**src/sv/gbqa_pkg.sv**
```systemverilog
// Package for the gamepad button qualifier with auto-repeat.
// Holds the request/response payload types, configuration types and defaults.
// No dependencies; every other file in this block imports it.
package gbqa_pkg;

   localparam int BUTTONS        = 18;
   localparam int BTN_IDX_BITS   = $clog2(BUTTONS);
   localparam int MAX_SLOTS      = 4;
   localparam int PAD_WORD_BITS  = 16;
   localparam int TRIG_BITS      = 8;
   localparam int LEFT_TRIG_BIT  = 16;
   localparam int RIGHT_TRIG_BIT = 17;

   localparam int DEF_SLOTS      = 4;
   localparam int DEF_TIME_BITS  = 32;

   localparam int CSR_INDEX_BITS = 2;
   localparam int CSR_DATA_BITS  = 16;

   localparam logic [15:0] RST_REPEAT_DELAY    = 16'd400;
   localparam logic [15:0] RST_REPEAT_INTERVAL = 16'd100;
   localparam logic [7:0]  RST_TRIG_THRESHOLD  = 8'd64;
   localparam logic [15:0] RST_DEAD_RETRY      = 16'd1000;

   typedef enum logic [0:0] {
      OP_FRAME = 1'b0,
      OP_QUERY = 1'b1
   } op_type;

   typedef enum logic [CSR_INDEX_BITS-1:0] {
      CSR_REPEAT_DELAY    = 2'd0,
      CSR_REPEAT_INTERVAL = 2'd1,
      CSR_TRIG_THRESHOLD  = 2'd2,
      CSR_DEAD_RETRY      = 2'd3
   } csr_reg_type;

   typedef struct packed {
      logic [15:0] repeat_delay_ms;
      logic [15:0] repeat_interval_ms;
      logic [7:0]  trigger_threshold;
      logic [15:0] dead_slot_retry_ms;
   } cfg_type;

   typedef struct packed {
      op_type      operation;
      logic [31:0] time_ms;
      logic [3:0]  slot_reported;
      logic [63:0] slot_buttons;
      logic [63:0] slot_triggers;
      logic [4:0]  button_index;
   } req_type;

   typedef struct packed {
      logic        connected;
      logic [17:0] down_mask;
      logic [17:0] pressed_mask;
      logic [4:0]  first_pressed;
      logic        repeat_res;
      logic [3:0]  slot_live_mask;
   } rsp_type;

   // Button state as it stands after the request in flight has been applied.
   typedef struct packed {
      logic [BUTTONS-1:0] down;
      logic [BUTTONS-1:0] was_down;
      logic               connected;
      logic [MAX_SLOTS-1:0] live;
   } btn_state_type;

   // Lowest set bit of a button mask, BUTTONS when the mask is empty.
   function automatic logic [4:0] first_set(input logic [BUTTONS-1:0] mask);
      logic [4:0] idx;
      logic       found;
      idx   = 5'(BUTTONS);
      found = 1'b0;
      for (int i = 0; i < BUTTONS; i++) begin
         if (mask[i] && !found) begin
            idx   = 5'(i);
            found = 1'b1;
         end
      end
      return idx;
   endfunction

endpackage

```
**src/sv/gbqa_csr.sv**
```systemverilog
// Configuration registers of the button qualifier.
// Depends on gbqa_pkg for the register index codes and the cfg_type struct.
module gbqa_csr
   import gbqa_pkg::*;
(
   input  logic                      clock,
   input  logic                      reset,
   input  logic                      csr_valid,
   output logic                      csr_ready,
   input  logic [CSR_INDEX_BITS-1:0] csr_index,
   input  logic [CSR_DATA_BITS-1:0]  csr_wdata,
   output cfg_type                   cfg
);

   cfg_type cfg_ff, cfg_in;

   assign csr_ready = 1'b1;
   assign cfg       = cfg_ff;

   always_comb begin
      cfg_in = cfg_ff;
      if (csr_valid) begin
         case (csr_reg_type'(csr_index))
            CSR_REPEAT_DELAY:    cfg_in.repeat_delay_ms    = csr_wdata;
            CSR_REPEAT_INTERVAL: cfg_in.repeat_interval_ms = csr_wdata;
            CSR_TRIG_THRESHOLD:  cfg_in.trigger_threshold  = csr_wdata[TRIG_BITS-1:0];
            CSR_DEAD_RETRY:      cfg_in.dead_slot_retry_ms = csr_wdata;
            default:             cfg_in = cfg_ff;
         endcase
      end
   end

   always_ff @(posedge clock) begin
      if (reset) begin
         cfg_ff.repeat_delay_ms    <= RST_REPEAT_DELAY;
         cfg_ff.repeat_interval_ms <= RST_REPEAT_INTERVAL;
         cfg_ff.trigger_threshold  <= RST_TRIG_THRESHOLD;
         cfg_ff.dead_slot_retry_ms <= RST_DEAD_RETRY;
      end else begin
         cfg_ff <= cfg_in;
      end
   end

endmodule

```
**src/sv/gbqa_frame.sv**
```systemverilog
// Pad slot polling and the 18-button down mask with its previous-frame copy.
// Depends on gbqa_pkg for payload fields, configuration and btn_state_type.
module gbqa_frame
   import gbqa_pkg::*;
#(
   parameter int SLOTS     = DEF_SLOTS,
   parameter int TIME_BITS = DEF_TIME_BITS
)
(
   input  logic                 clock,
   input  logic                 reset,
   input  logic                 frame_fire,
   input  logic [TIME_BITS-1:0] now,
   input  req_type              req,
   input  cfg_type              cfg,
   output btn_state_type        state_nxt,
   output logic [BUTTONS-1:0]   newly_pressed
);

   logic                 slot_live_ff  [SLOTS];
   logic                 slot_live_in  [SLOTS];
   logic [TIME_BITS-1:0] slot_retry_ff [SLOTS];
   logic [TIME_BITS-1:0] slot_retry_in [SLOTS];
   logic [BUTTONS-1:0]   down_ff, down_in;
   logic [BUTTONS-1:0]   was_down_ff, was_down_in;
   logic                 connected_ff, connected_in;

   logic [BUTTONS-1:0]   frame_down;
   logic                 frame_conn;

   always_comb begin
      logic                 skip;
      logic [TIME_BITS-1:0] since;
      logic [7:0]           lt;
      logic [7:0]           rt;
      frame_down = '0;
      frame_conn = 1'b0;
      for (int s = 0; s < SLOTS; s++) begin
         slot_live_in[s]  = slot_live_ff[s];
         slot_retry_in[s] = slot_retry_ff[s];
         since = now - slot_retry_ff[s];
         skip  = !slot_live_ff[s] && (since < TIME_BITS'(cfg.dead_slot_retry_ms));
         lt    = req.slot_triggers[s*PAD_WORD_BITS +: TRIG_BITS];
         rt    = req.slot_triggers[s*PAD_WORD_BITS + TRIG_BITS +: TRIG_BITS];
         if (!skip) begin
            if (!req.slot_reported[s]) begin
               slot_live_in[s]  = 1'b0;
               slot_retry_in[s] = now;
            end else begin
               slot_live_in[s] = 1'b1;
               frame_conn      = 1'b1;
               frame_down[PAD_WORD_BITS-1:0] = frame_down[PAD_WORD_BITS-1:0]
                                             | req.slot_buttons[s*PAD_WORD_BITS +: PAD_WORD_BITS];
               if (lt >= cfg.trigger_threshold) frame_down[LEFT_TRIG_BIT]  = 1'b1;
               if (rt >= cfg.trigger_threshold) frame_down[RIGHT_TRIG_BIT] = 1'b1;
            end
         end
      end
   end

   always_comb begin
      if (frame_fire) begin
         down_in      = frame_down;
         was_down_in  = down_ff;
         connected_in = frame_conn;
      end else begin
         down_in      = down_ff;
         was_down_in  = was_down_ff;
         connected_in = connected_ff;
      end
      newly_pressed = frame_fire ? (frame_down & ~down_ff) : '0;
   end

   always_comb begin
      state_nxt.down      = down_in;
      state_nxt.was_down  = was_down_in;
      state_nxt.connected = connected_in;
      state_nxt.live      = '0;
      for (int s = 0; s < SLOTS; s++) begin
         state_nxt.live[s] = frame_fire ? slot_live_in[s] : slot_live_ff[s];
      end
   end

   always_ff @(posedge clock) begin
      if (reset) begin
         down_ff      <= '0;
         was_down_ff  <= '0;
         connected_ff <= 1'b0;
         for (int s = 0; s < SLOTS; s++) begin
            slot_live_ff[s]  <= 1'b0;
            slot_retry_ff[s] <= '0;
         end
      end else begin
         down_ff      <= down_in;
         was_down_ff  <= was_down_in;
         connected_ff <= connected_in;
         if (frame_fire) begin
            for (int s = 0; s < SLOTS; s++) begin
               slot_live_ff[s]  <= slot_live_in[s];
               slot_retry_ff[s] <= slot_retry_in[s];
            end
         end
      end
   end

endmodule

```
**src/sv/gbqa_repeat.sv**
```systemverilog
// Per-button press times and the typematic repeat decision for one query.
// Depends on gbqa_pkg for configuration and btn_state_type.
module gbqa_repeat
   import gbqa_pkg::*;
#(
   parameter int TIME_BITS = DEF_TIME_BITS
)
(
   input  logic                 clock,
   input  logic                 reset,
   input  logic                 query_fire,
   input  logic [TIME_BITS-1:0] now,
   input  logic [4:0]           button_index,
   input  cfg_type              cfg,
   input  btn_state_type        state_nxt,
   input  logic [BUTTONS-1:0]   newly_pressed,
   output logic                 repeat_res
);

   logic [TIME_BITS-1:0]    press_time_ff  [BUTTONS];
   logic [TIME_BITS-1:0]    last_repeat_ff [BUTTONS];
   logic [BUTTONS-1:0]      marked_ff, marked_in;

   logic                    in_range;
   logic [BTN_IDX_BITS-1:0] sel;
   logic                    is_down, was_down, marked;
   logic [TIME_BITS-1:0]    held, since_rep;
   logic                    repeat_due;
   logic                    take_repeat;

   assign in_range = (button_index < 5'(BUTTONS));
   assign sel      = in_range ? button_index[BTN_IDX_BITS-1:0] : '0;
   assign is_down  = in_range && state_nxt.down[sel];
   assign was_down = state_nxt.was_down[sel];
   assign marked   = marked_ff[sel];
   assign held     = now - press_time_ff[sel];
   assign since_rep = now - last_repeat_ff[sel];

   // A held button repeats once the delay has passed, and then no more often
   // than the interval allows.
   assign repeat_due = (held >= TIME_BITS'(cfg.repeat_delay_ms))
                     && (!marked || (since_rep >= TIME_BITS'(cfg.repeat_interval_ms)));

   always_comb begin
      repeat_res  = 1'b0;
      take_repeat = 1'b0;
      if (is_down) begin
         if (!was_down) begin
            repeat_res = 1'b1;
         end else if (repeat_due) begin
            repeat_res  = 1'b1;
            take_repeat = query_fire;
         end
      end
   end

   always_comb begin
      marked_in = marked_ff & ~newly_pressed;
      if (take_repeat) marked_in[sel] = 1'b1;
   end

   always_ff @(posedge clock) begin
      if (reset) begin
         marked_ff <= '0;
      end else begin
         marked_ff <= marked_in;
      end
   end

   always_ff @(posedge clock) begin
      for (int b = 0; b < BUTTONS; b++) begin
         if (newly_pressed[b]) press_time_ff[b] <= now;
      end
      if (take_repeat) last_repeat_ff[sel] <= now;
   end

endmodule

```
**src/sv/gamepad_button_qualifier_autorepeat.sv**
```systemverilog
// Top level of the gamepad button qualifier with typematic auto-repeat.
// Depends on gbqa_pkg, gbqa_csr, gbqa_frame and gbqa_repeat.
//
//   Channel   Direction  Handshake             Payload
//   req_*     in         req_valid/req_stall   req_type (frame update or repeat query)
//   rsp_*     out        rsp_valid/rsp_stall   rsp_type (one response per request)
//   csr_*     in         csr_valid/csr_ready   csr_index, csr_wdata
//
// A request is held in an input register and is applied to the button state
// when the output register can take it, as its response is written there;
// one request can be taken every cycle while the response is not stalled.
// Updating slot and button state as the response is written sets that rate.
// Synchronous reset clears slot state, button masks, repeat marks and valid flags.
// A stalled response holds the input stage, which then stalls new requests.
module gamepad_button_qualifier_autorepeat
   import gbqa_pkg::*;
#(
   parameter int SLOTS     = DEF_SLOTS,
   parameter int TIME_BITS = DEF_TIME_BITS
)
(
   input  logic                      clock,
   input  logic                      reset,
   input  logic                      req_valid,
   output logic                      req_stall,
   input  req_type                   req_payload,
   output logic                      rsp_valid,
   input  logic                      rsp_stall,
   output rsp_type                   rsp_payload,
   input  logic                      csr_valid,
   output logic                      csr_ready,
   input  logic [CSR_INDEX_BITS-1:0] csr_index,
   input  logic [CSR_DATA_BITS-1:0]  csr_wdata
);

   req_type              req_ff;
   logic                 req_valid_ff, req_valid_in;
   rsp_type              rsp_ff, rsp_in;
   logic                 rsp_valid_ff, rsp_valid_in;

   logic                 advance;
   logic                 frame_fire, query_fire;
   logic [TIME_BITS-1:0] now;
   cfg_type              cfg;
   btn_state_type        state_nxt;
   logic [BUTTONS-1:0]   newly_pressed;
   logic [BUTTONS-1:0]   pressed;
   logic                 repeat_res;

   assign advance    = req_valid_ff && (!rsp_valid_ff || !rsp_stall);
   assign req_stall  = req_valid_ff && !advance;
   assign frame_fire = advance && (req_ff.operation == OP_FRAME);
   assign query_fire = advance && (req_ff.operation == OP_QUERY);
   assign now        = req_ff.time_ms[TIME_BITS-1:0];

   gbqa_csr u_csr (
      .clock     (clock),
      .reset     (reset),
      .csr_valid (csr_valid),
      .csr_ready (csr_ready),
      .csr_index (csr_index),
      .csr_wdata (csr_wdata),
      .cfg       (cfg)
   );

   gbqa_frame #(
      .SLOTS     (SLOTS),
      .TIME_BITS (TIME_BITS)
   ) u_frame (
      .clock         (clock),
      .reset         (reset),
      .frame_fire    (frame_fire),
      .now           (now),
      .req           (req_ff),
      .cfg           (cfg),
      .state_nxt     (state_nxt),
      .newly_pressed (newly_pressed)
   );

   gbqa_repeat #(
      .TIME_BITS (TIME_BITS)
   ) u_repeat (
      .clock         (clock),
      .reset         (reset),
      .query_fire    (query_fire),
      .now           (now),
      .button_index  (req_ff.button_index),
      .cfg           (cfg),
      .state_nxt     (state_nxt),
      .newly_pressed (newly_pressed),
      .repeat_res    (repeat_res)
   );

   assign pressed = state_nxt.down & ~state_nxt.was_down;

   always_comb begin
      rsp_in.connected      = state_nxt.connected;
      rsp_in.down_mask      = state_nxt.down;
      rsp_in.pressed_mask   = pressed;
      rsp_in.first_pressed  = first_set(pressed);
      rsp_in.repeat_res     = (req_ff.operation == OP_QUERY) ? repeat_res : 1'b0;
      rsp_in.slot_live_mask = state_nxt.live;
   end

   always_comb begin
      req_valid_in = req_valid_ff;
      if (advance) req_valid_in = 1'b0;
      if (req_valid && !req_stall) req_valid_in = 1'b1;
      rsp_valid_in = rsp_valid_ff;
      if (advance) begin
         rsp_valid_in = 1'b1;
      end else if (!rsp_stall) begin
         rsp_valid_in = 1'b0;
      end
   end

   always_ff @(posedge clock) begin
      if (reset) begin
         req_valid_ff <= 1'b0;
         rsp_valid_ff <= 1'b0;
      end else begin
         req_valid_ff <= req_valid_in;
         rsp_valid_ff <= rsp_valid_in;
      end
   end

   always_ff @(posedge clock) begin
      if (req_valid && !req_stall) req_ff <= req_payload;
      if (advance) rsp_ff <= rsp_in;
   end

   assign rsp_valid   = rsp_valid_ff;
   assign rsp_payload = rsp_ff;

endmodule
```
**config.mk**
```make
export PLATFORM = sky130hd
export DESIGN_NAME = gamepad_button_qualifier_autorepeat
export DESIGN_NICKNAME = d
export VERILOG_FILES = /design/src/sv/gbqa_pkg.sv /design/src/sv/gbqa_csr.sv /design/src/sv/gbqa_frame.sv /design/src/sv/gbqa_repeat.sv /design/src/sv/gamepad_button_qualifier_autorepeat.sv
export SDC_FILE = /design/constraint.sdc
export NUM_CORES = 2
export LEC_CHECK = 0
export ABC_AREA = 1
export BUFFER_PORTS_ARGS = -buffer_cell sky130_fd_sc_hd__buf_2
export CORE_UTILIZATION = 55
export CTS_CLUSTER_DIAMETER = 30
export DETAILED_ROUTE_END_ITERATION = 7
export PLACE_DENSITY = 0.72
export SYNTH_ARGS = -nofsm -noshare
export SYNTH_HDL_FRONTEND = slang
export SYNTH_SLANG_ARGS = --single-unit
export TNS_END_PERCENT = 100
```
**constraint.sdc**
```tcl
create_clock -name clock -period 9.4 [get_ports clock]
set_input_delay 0.47 -clock clock [delete_from_list [all_inputs] [get_ports clock]]
set_output_delay 0.47 -clock clock [all_outputs]
set_load 0.05 [all_outputs]
```
== Word level (Yosys, flattened, before mapping) ==
Memory sizes are Yosys's and may differ from the RTL's.
Index checks and enable logic that the tools add are counted.
Storage, ports and cells
  flip-flop bits (word level): 330
  memory bits (writable): 1284
  input bits: 193
  output and inout port bits: 50
  logic and storage cells: 289
  memories kept: 4
Cells by class
  $add $sub $neg: 6
  order comparisons: 17
  eq/ne operators: 4
  muxes and demuxes: 151
  bitwise logic cells: 19
  reductions and logical operators: 65
Memories
  u_repeat.last_repeat_ff: depth 18, bits a word 32, rd ports 1, clocked after memory_dff 0, wr ports 1, line gbqa_repeat.sv:21  | logic [TIME_BITS-1:0] last_repeat_ff [BUTTONS];
  u_repeat.press_time_ff: depth 18, bits a word 32, rd ports 1, clocked after memory_dff 0, wr ports 18, line gbqa_repeat.sv:20  | logic [TIME_BITS-1:0] press_time_ff [BUTTONS];
  u_frame.slot_retry_ff: depth 4, bits a word 32, rd ports 4, clocked after memory_dff 0, wr ports 4, line gbqa_frame.sv:22  | logic [TIME_BITS-1:0] slot_retry_ff [SLOTS];
  u_frame.slot_live_ff: depth 4, bits a word 1, rd ports 4, clocked after memory_dff 0, wr ports 4, line gbqa_frame.sv:20  | logic slot_live_ff [SLOTS];
Operator list (number)
  $mux W32: 12
  $mux W18: 12
  $sub A32 B32 Y32: 6
  $lt A32 B16 Y1: 4
  $mux W1: 106
  $mux W5: 17
  $ge A32 B16 Y1: 2
  $ge A8 B8 Y1: 8
  $and A18 B18 Y18: 3
  $not A18 Y18: 3
  $or A16 B16 Y16: 3
  $logic_and A1 B1 Y1: 29
  $logic_not A1 Y1: 26
  $or A18 B18 Y18: 1
  $bmux W1 S5: 3
  $reduce_and A2 Y1: 5
  $or A1 B1 Y1: 8
  $lt A5 B6 Y1 const B: 1
  $demux W1 S5: 1
  $ge A5 B1 Y1 const B: 1
  $lt A5 B5 Y1 const B: 1
  $eq A2 B2 Y1 const B: 2
  $eq A2 B1 Y1 const B: 1
  $logic_not A2 Y1: 1
  5 further kinds: 6

== Depth between registers and ports, before layout ==
An unclocked memory read counts as a cell.
  word-level depth: 68
  mapped depth: 41
  mapped depth without buffers: 39

== Hierarchy ==
A second synthesis with hierarchy kept.
Second synthesis, totals
  cell total of the unflattened synthesis: 7400
  area, all modules: 77683.3 um^2
By module, submodules not included
  gbqa_repeat: times used 1, cells an instance 3640, area each 48524.0 um^2, sequential area each 34953.5 um^2
  gbqa_frame: times used 1, cells an instance 3097, area each 19747.7 um^2, sequential area each 4704.5 um^2
  gamepad_button_qualifier_autorepeat: times used 1, cells an instance 321, area each 7120.6 um^2, sequential area each 6556.3 um^2
  gbqa_csr: times used 1, cells an instance 342, area each 2290.9 um^2, sequential area each 1121.1 um^2

== Worst setup path before layout ==
Ideal clock, no wire load.
  path kind: register to register
  start: register req_ff[2] (netlist bit)
  end: memory u_repeat.last_repeat_ff[4][0] (netlist bit) (enable)
  arrival: 7752 ps
  required time: 8939 ps
  path slack: 1187 ps
  stages on the path, launching flop included: 35
  cells stage by stage: edfxtp_1 -> inv_1 -> nand3_1 -> nand2_1 -> nand2_1 -> nand2_1 -> clkbuf_1 -> clkinv_1 -> clkbuf_1 -> clkbuf_1 -> clkbuf_1 -> a22oi_1 -> nand3_1 -> a311oi_1 -> ha_1 -> nand3_1 -> nand2_1 -> a21oi_1 -> o21ai_0 -> a21boi_0 -> o21ai_0 -> nand2_1 -> nand2_1 -> xor2_1 -> ha_1 -> nand2_1 -> inv_1 -> nand3_1 -> nor3_1 -> a221oi_1 -> nand4_1 -> nand3_1 -> nor2_4 -> nand2_2 -> nor3_1
Between the ends
  longest elaborated chain between the ends: 12
  elaborated cells between the ends (all ways): 23
  those cells by class: add/sub: 2; order compare: 3; mux: 12; reduce/logical: 4; memory: 2
RTL lines
  start: declaration: line gamepad_button_qualifier_autorepeat.sv:36  | req_type req_ff;
  start signal: assignment: line gamepad_button_qualifier_autorepeat.sv:128  | if (req_valid && !req_stall) req_ff <= req_payload;
  $lt A5 B5 Y1: line gbqa_repeat.sv:31  | assign in_range = (button_index < 5'(BUTTONS));
  $mux W5: line gbqa_repeat.sv:32  | assign sel = in_range ? button_index[BTN_IDX_BITS-1:0] : '0;
  $mem_v2 Z18 W32 / $bmux W1 S5 (equally long branches)
  $sub A32 B32 Y32 / $mux W1 (equally long branches): line gbqa_repeat.sv:37, gbqa_repeat.sv:35
  $ge A32 B16 Y1 / $logic_not A1 Y1 (equally long branches): line gbqa_repeat.sv:42  | && (!marked || (since_rep >= TIME_BITS'(cfg.repeat_interval_ms)));
  $logic_or A1 B1 Y1: line gbqa_repeat.sv:42
  $logic_and A1 B1 Y1: line gbqa_repeat.sv:42
  $mux W1: line gbqa_repeat.sv:50  | end else if (repeat_due) begin
  $mux W1: line gbqa_repeat.sv:48  | if (!was_down) begin
  $mux W1: line gbqa_repeat.sv:47  | if (is_down) begin
  $mux W1: line gbqa_repeat.sv:74  | if (take_repeat) last_repeat_ff[sel] <= now;
  $mux W1 (implied by the code): line gbqa_repeat.sv:74
  end: declaration: line gbqa_repeat.sv:21
Several ways; a longest one is shown, not always the timed one. The select of a mux whose other input is x is not followed.

==> results.py <==
metrics = {
    "critical_path": {
        "crit_arrival_ns": 9.71,
        "critPathSlowestCell": "clkinv_1",
        "crit_type": "register to register",
        "cp_common_cell": "nand2_1",
        "required_ns": 10.00,
        "crit_path_max_incr_delay_ns": 1.02,
        "cp_max_fo": 37,
        "cp-start-kind": "register",
        "endpoint_kind": "register",
    },
    "synthesis": {
        "synth_area_leaders": "edfxtp_1 59%, nand2_1 9.1%, ha_1 5.6%",
        "synth_ff_type": "edfxtp_1",
        "synth-seq-area-share_pct": 62.2,
        "synth-edff-count": 1501,
        "synth.distinct_cells": 69,
        "yosys.area.top_type": "edfxtp_1",
        "syn_inst": 7175,
        "syn-cell-area_sq_um": 76100,
        "synth_nets": 7716,
        "async_flop_share_pct": 0,
        "synthDominantCellAreaShare_pct": 59.3,
        "ys_ff_latch": 1614,
        "syn_area_per_cell_sq_um": 10.6,
        "ys.warnings.count": 0,
    },
    "grt": {
        "grt_pass1_vias": 59353,
        "grt_pass1_wl_mm": 371,
        "antenna_found_initial": 26,
        "grt_use_total_pct": 35.8,
        "grt_max_degree": 109,
        "globalRouteOverflowTotal": 0,
    },
    "pwr": {
        "p_per_area_nw_per_um2": 245,
        "p_seq_share_pct": 35.9,
        "vdd_drop_max_uv": 214,
        "switching_share_pct": 25.6,
        "combPwrFrac_pct": 11.8,
        "power_frac_clock_pct": 52.3,
        "p_int_w": 0.0170,
        "p_sw_w": 0.00585,
        "p_leak_nw": 37.5,
    },
    "sta": {
        "worst_slack_ns": 0.295,
        "fin_crit_sh_pct": 96.9,
        "timing.fmax_mhz": 110,
        "rsz0062_at_grt": "false",
        "period_minus_slack_ns": 9.11,
        "tns_ns": 0,
        "tightest_slew_ns": 1.46,
        "finalSetupViolCount": 0,
        "maxSlewHeadroom_pct": 2.94,
        "hold_viol": 0,
        "drv_slew": 0,
        "skew_ns": 0.113,
    },
    "layout": {
        "final_cell_mix": "1833 x nand2_1, 1501 x edfxtp_1, 788 x inv_1, 417 x nor2_1, 360 x nand3_1",
        "num-nets-final": 8386,
        "drive_above_1_share_pct": 13.2,
        "layout_commonest_cell": "nand2_1",
        "syn2layout_area_growth_pct": 22.6,
    },
    "detailed_routing": {
        "drc": 0,
        "viasPerCell": 6.06,
        "dr.pass1.iters": 7,
        "wirelength_mm": 255,
        "ant_nets": 0,
        "drt-initial-drc-count": 7218,
        "wl_per_cell_microns": 25.7,
        "via_count": 60076,
    },
    "floorplan": {
        "die_y_microns": 374,
        "dieArea_sq_um": 140000,
        "rows": 136,
        "core_area_sq_um": 137000,
        "floorplan.initialDensity_pct": 55.4,
        "die_width_microns": 374,
        "top_level_ports": 243,
    },
    "clock_network": {
        "htreeDepth": 5,
        "post_cts_buffers": 0,
        "post_cts_resized": 0,
        "cts.clk_slew.worst_paths_ns": 0.05,
        "clock_sinks": 1614,
        "cts_inserted_buffers": 334,
        "cts_tree": "done",
        "postCtsHoldBufs": 181,
        "cts_root_buffer": "clkbuf_16",
        "clock_path_buffers": 4,
        "insertion_delay_ns": 0.93,
    },
    "run_status": {
        "outcome": "finished clean",
    },
    "worst_hold_path": {
        "hp-class": "input port to register",
    },
    "run": {
        "cap_violations": 0,
    },
    "placed_design": {
        "numPortBuffers": 241,
        "post-place-ws_ns": 0.518,
        "gp_congestion": 0.969,
        "hpwl_mm": 158,
    },
}
-- power groups by stage --
stage                     clock [W]  combinational (W)  sequential, W
final                        0.0120            0.00270        0.00820
after global routing         0.0123            0.00295        0.00821
after CTS                    0.0120            0.00263        0.00820
after detailed placement          0            0.00254        0.00833
after global placement            0            0.00250        0.00832
after floorplan                   0            0.00164        0.00837
-- kinds of logic after synthesis --
family                     count (synthesis)  synth area share (%)
xor gates and xnor gates                 116                  1.34
adders and majority gates                348                  5.78
DFF                                     1614                  62.2
AOI/OAI and AO/OA                       1081                  8.85
and+or+nand+nor                         2967                  16.5
other                                      1               0.00493
buffers and inverters                   1044                  5.25
muxes                                      4                0.0526
-- worst paths after layout --
kind                            slack [ns]                                        end  cells after the start                  startpoint
worst max-delay path                  0.29  u_repeat.last_repeat_ff[11][13]$_DFFE_PP_                     35            now[0]$_DFFE_PP_
worst min-delay path                  0.04                 u_csr.cfg[12]$_SDFFE_PP0P_                      3               csr_wdata[12]
worst max register to register        0.29  u_repeat.last_repeat_ff[11][13]$_DFFE_PP_                     35            now[0]$_DFFE_PP_
worst min register to register        0.46                 u_csr.cfg[31]$_SDFFE_PP0P_                      2  u_csr.cfg[31]$_SDFFE_PP0P_
-- state kept, by name, indices dropped and copies added, names as in the netlist --
signal	count
req_ff	138
rsp_payload	47
u_repeat.marked_ff	18
u_frame.was_down_ff	18
u_frame.down_ff	18
rsp_valid	1
u_csr.cfg	56
u_repeat.last_repeat_ff	576
now	32
req_valid_ff	1
u_frame.connected_ff	1
u_frame.slot_live_ff	4
u_repeat.press_time_ff	576
u_frame.slot_retry_ff	128
-- layout make-up --
cell class,count,area [sq um]
Tap cell,1794,2240
Clock buffer,377,8630
Sequential cell,1614,47300
Inverter,823,3110
Clock inverter,219,2780
Antenna cell,21,52.6
Timing Repair Buffer,555,4100
Fill cell,9662,44100
Multi-Input combinational cell,4517,25000
-- per-stage QoR --
stage	std cells	total power (W)	instance area [sq um]	utilization (%)	hold slack [ns]
after floorplan	7175	0.0100	76100	-	0.435
after global placement	9122	0.0108	80000	58.2	0.453
after detailed placement	9122	0.0109	80000	58.2	0.457
after CTS	9899	0.0228	93200	67.9	0.000393
after global routing	9912	0.0235	93200	67.9	0.0322
final	9920	0.0229	93300	67.9	0.0360
-- synthesized netlist by cell type, types with 8 or more instances --
master / n
a21boi_0: 8
a21o_1: 10
a21oi_1: 283
a21oi_2: 11
a22o_1: 8
a22oi_1: 297
a311oi_1: 8
a31oi_1: 39
buf_1: 10
clkbuf_1: 195
dfxtp_1: 113
edfxtp_1: 1501
ha_1: 342
inv_1: 799
inv_2: 16
nand2_1: 1835
nand2_2: 27
nand3_1: 360
nand3_2: 14
nand3b_1: 14
nand4_1: 150
nor2_1: 447
nor2_2: 16
nor3_1: 45
nor4_1: 8
o211ai_1: 35
o21a_1: 20
o21ai_0: 266
o21ai_1: 8
o21bai_1: 21
o221ai_1: 8
o22ai_1: 25
or2_2: 10
xnor2_1: 26
xor2_1: 90
-- layer usage --
metal	share of wire [%]	vias up	global-route usage, %
met2	47	3853	57.5
met4	6.2	8	21.2
met3	10	917	7.66
met1	36	28807	44.8
li1	-	26491	-
met5	0.019	-	0
-- worst max-delay path, delay by kind of cell (launching register included) --
family	cells	cell delay, ns
buffers and inverters	7	2.77
AND/OR/NAND/NOR	19	2.57
AO/OA/AOI/OAI	5	1.66
adder cells (fa/ha/maj)	3	1.15
flip-flops	1	0.38
XOR/XNOR	1	0.20
Note: power is estimated with default switching activity, not from simulation.
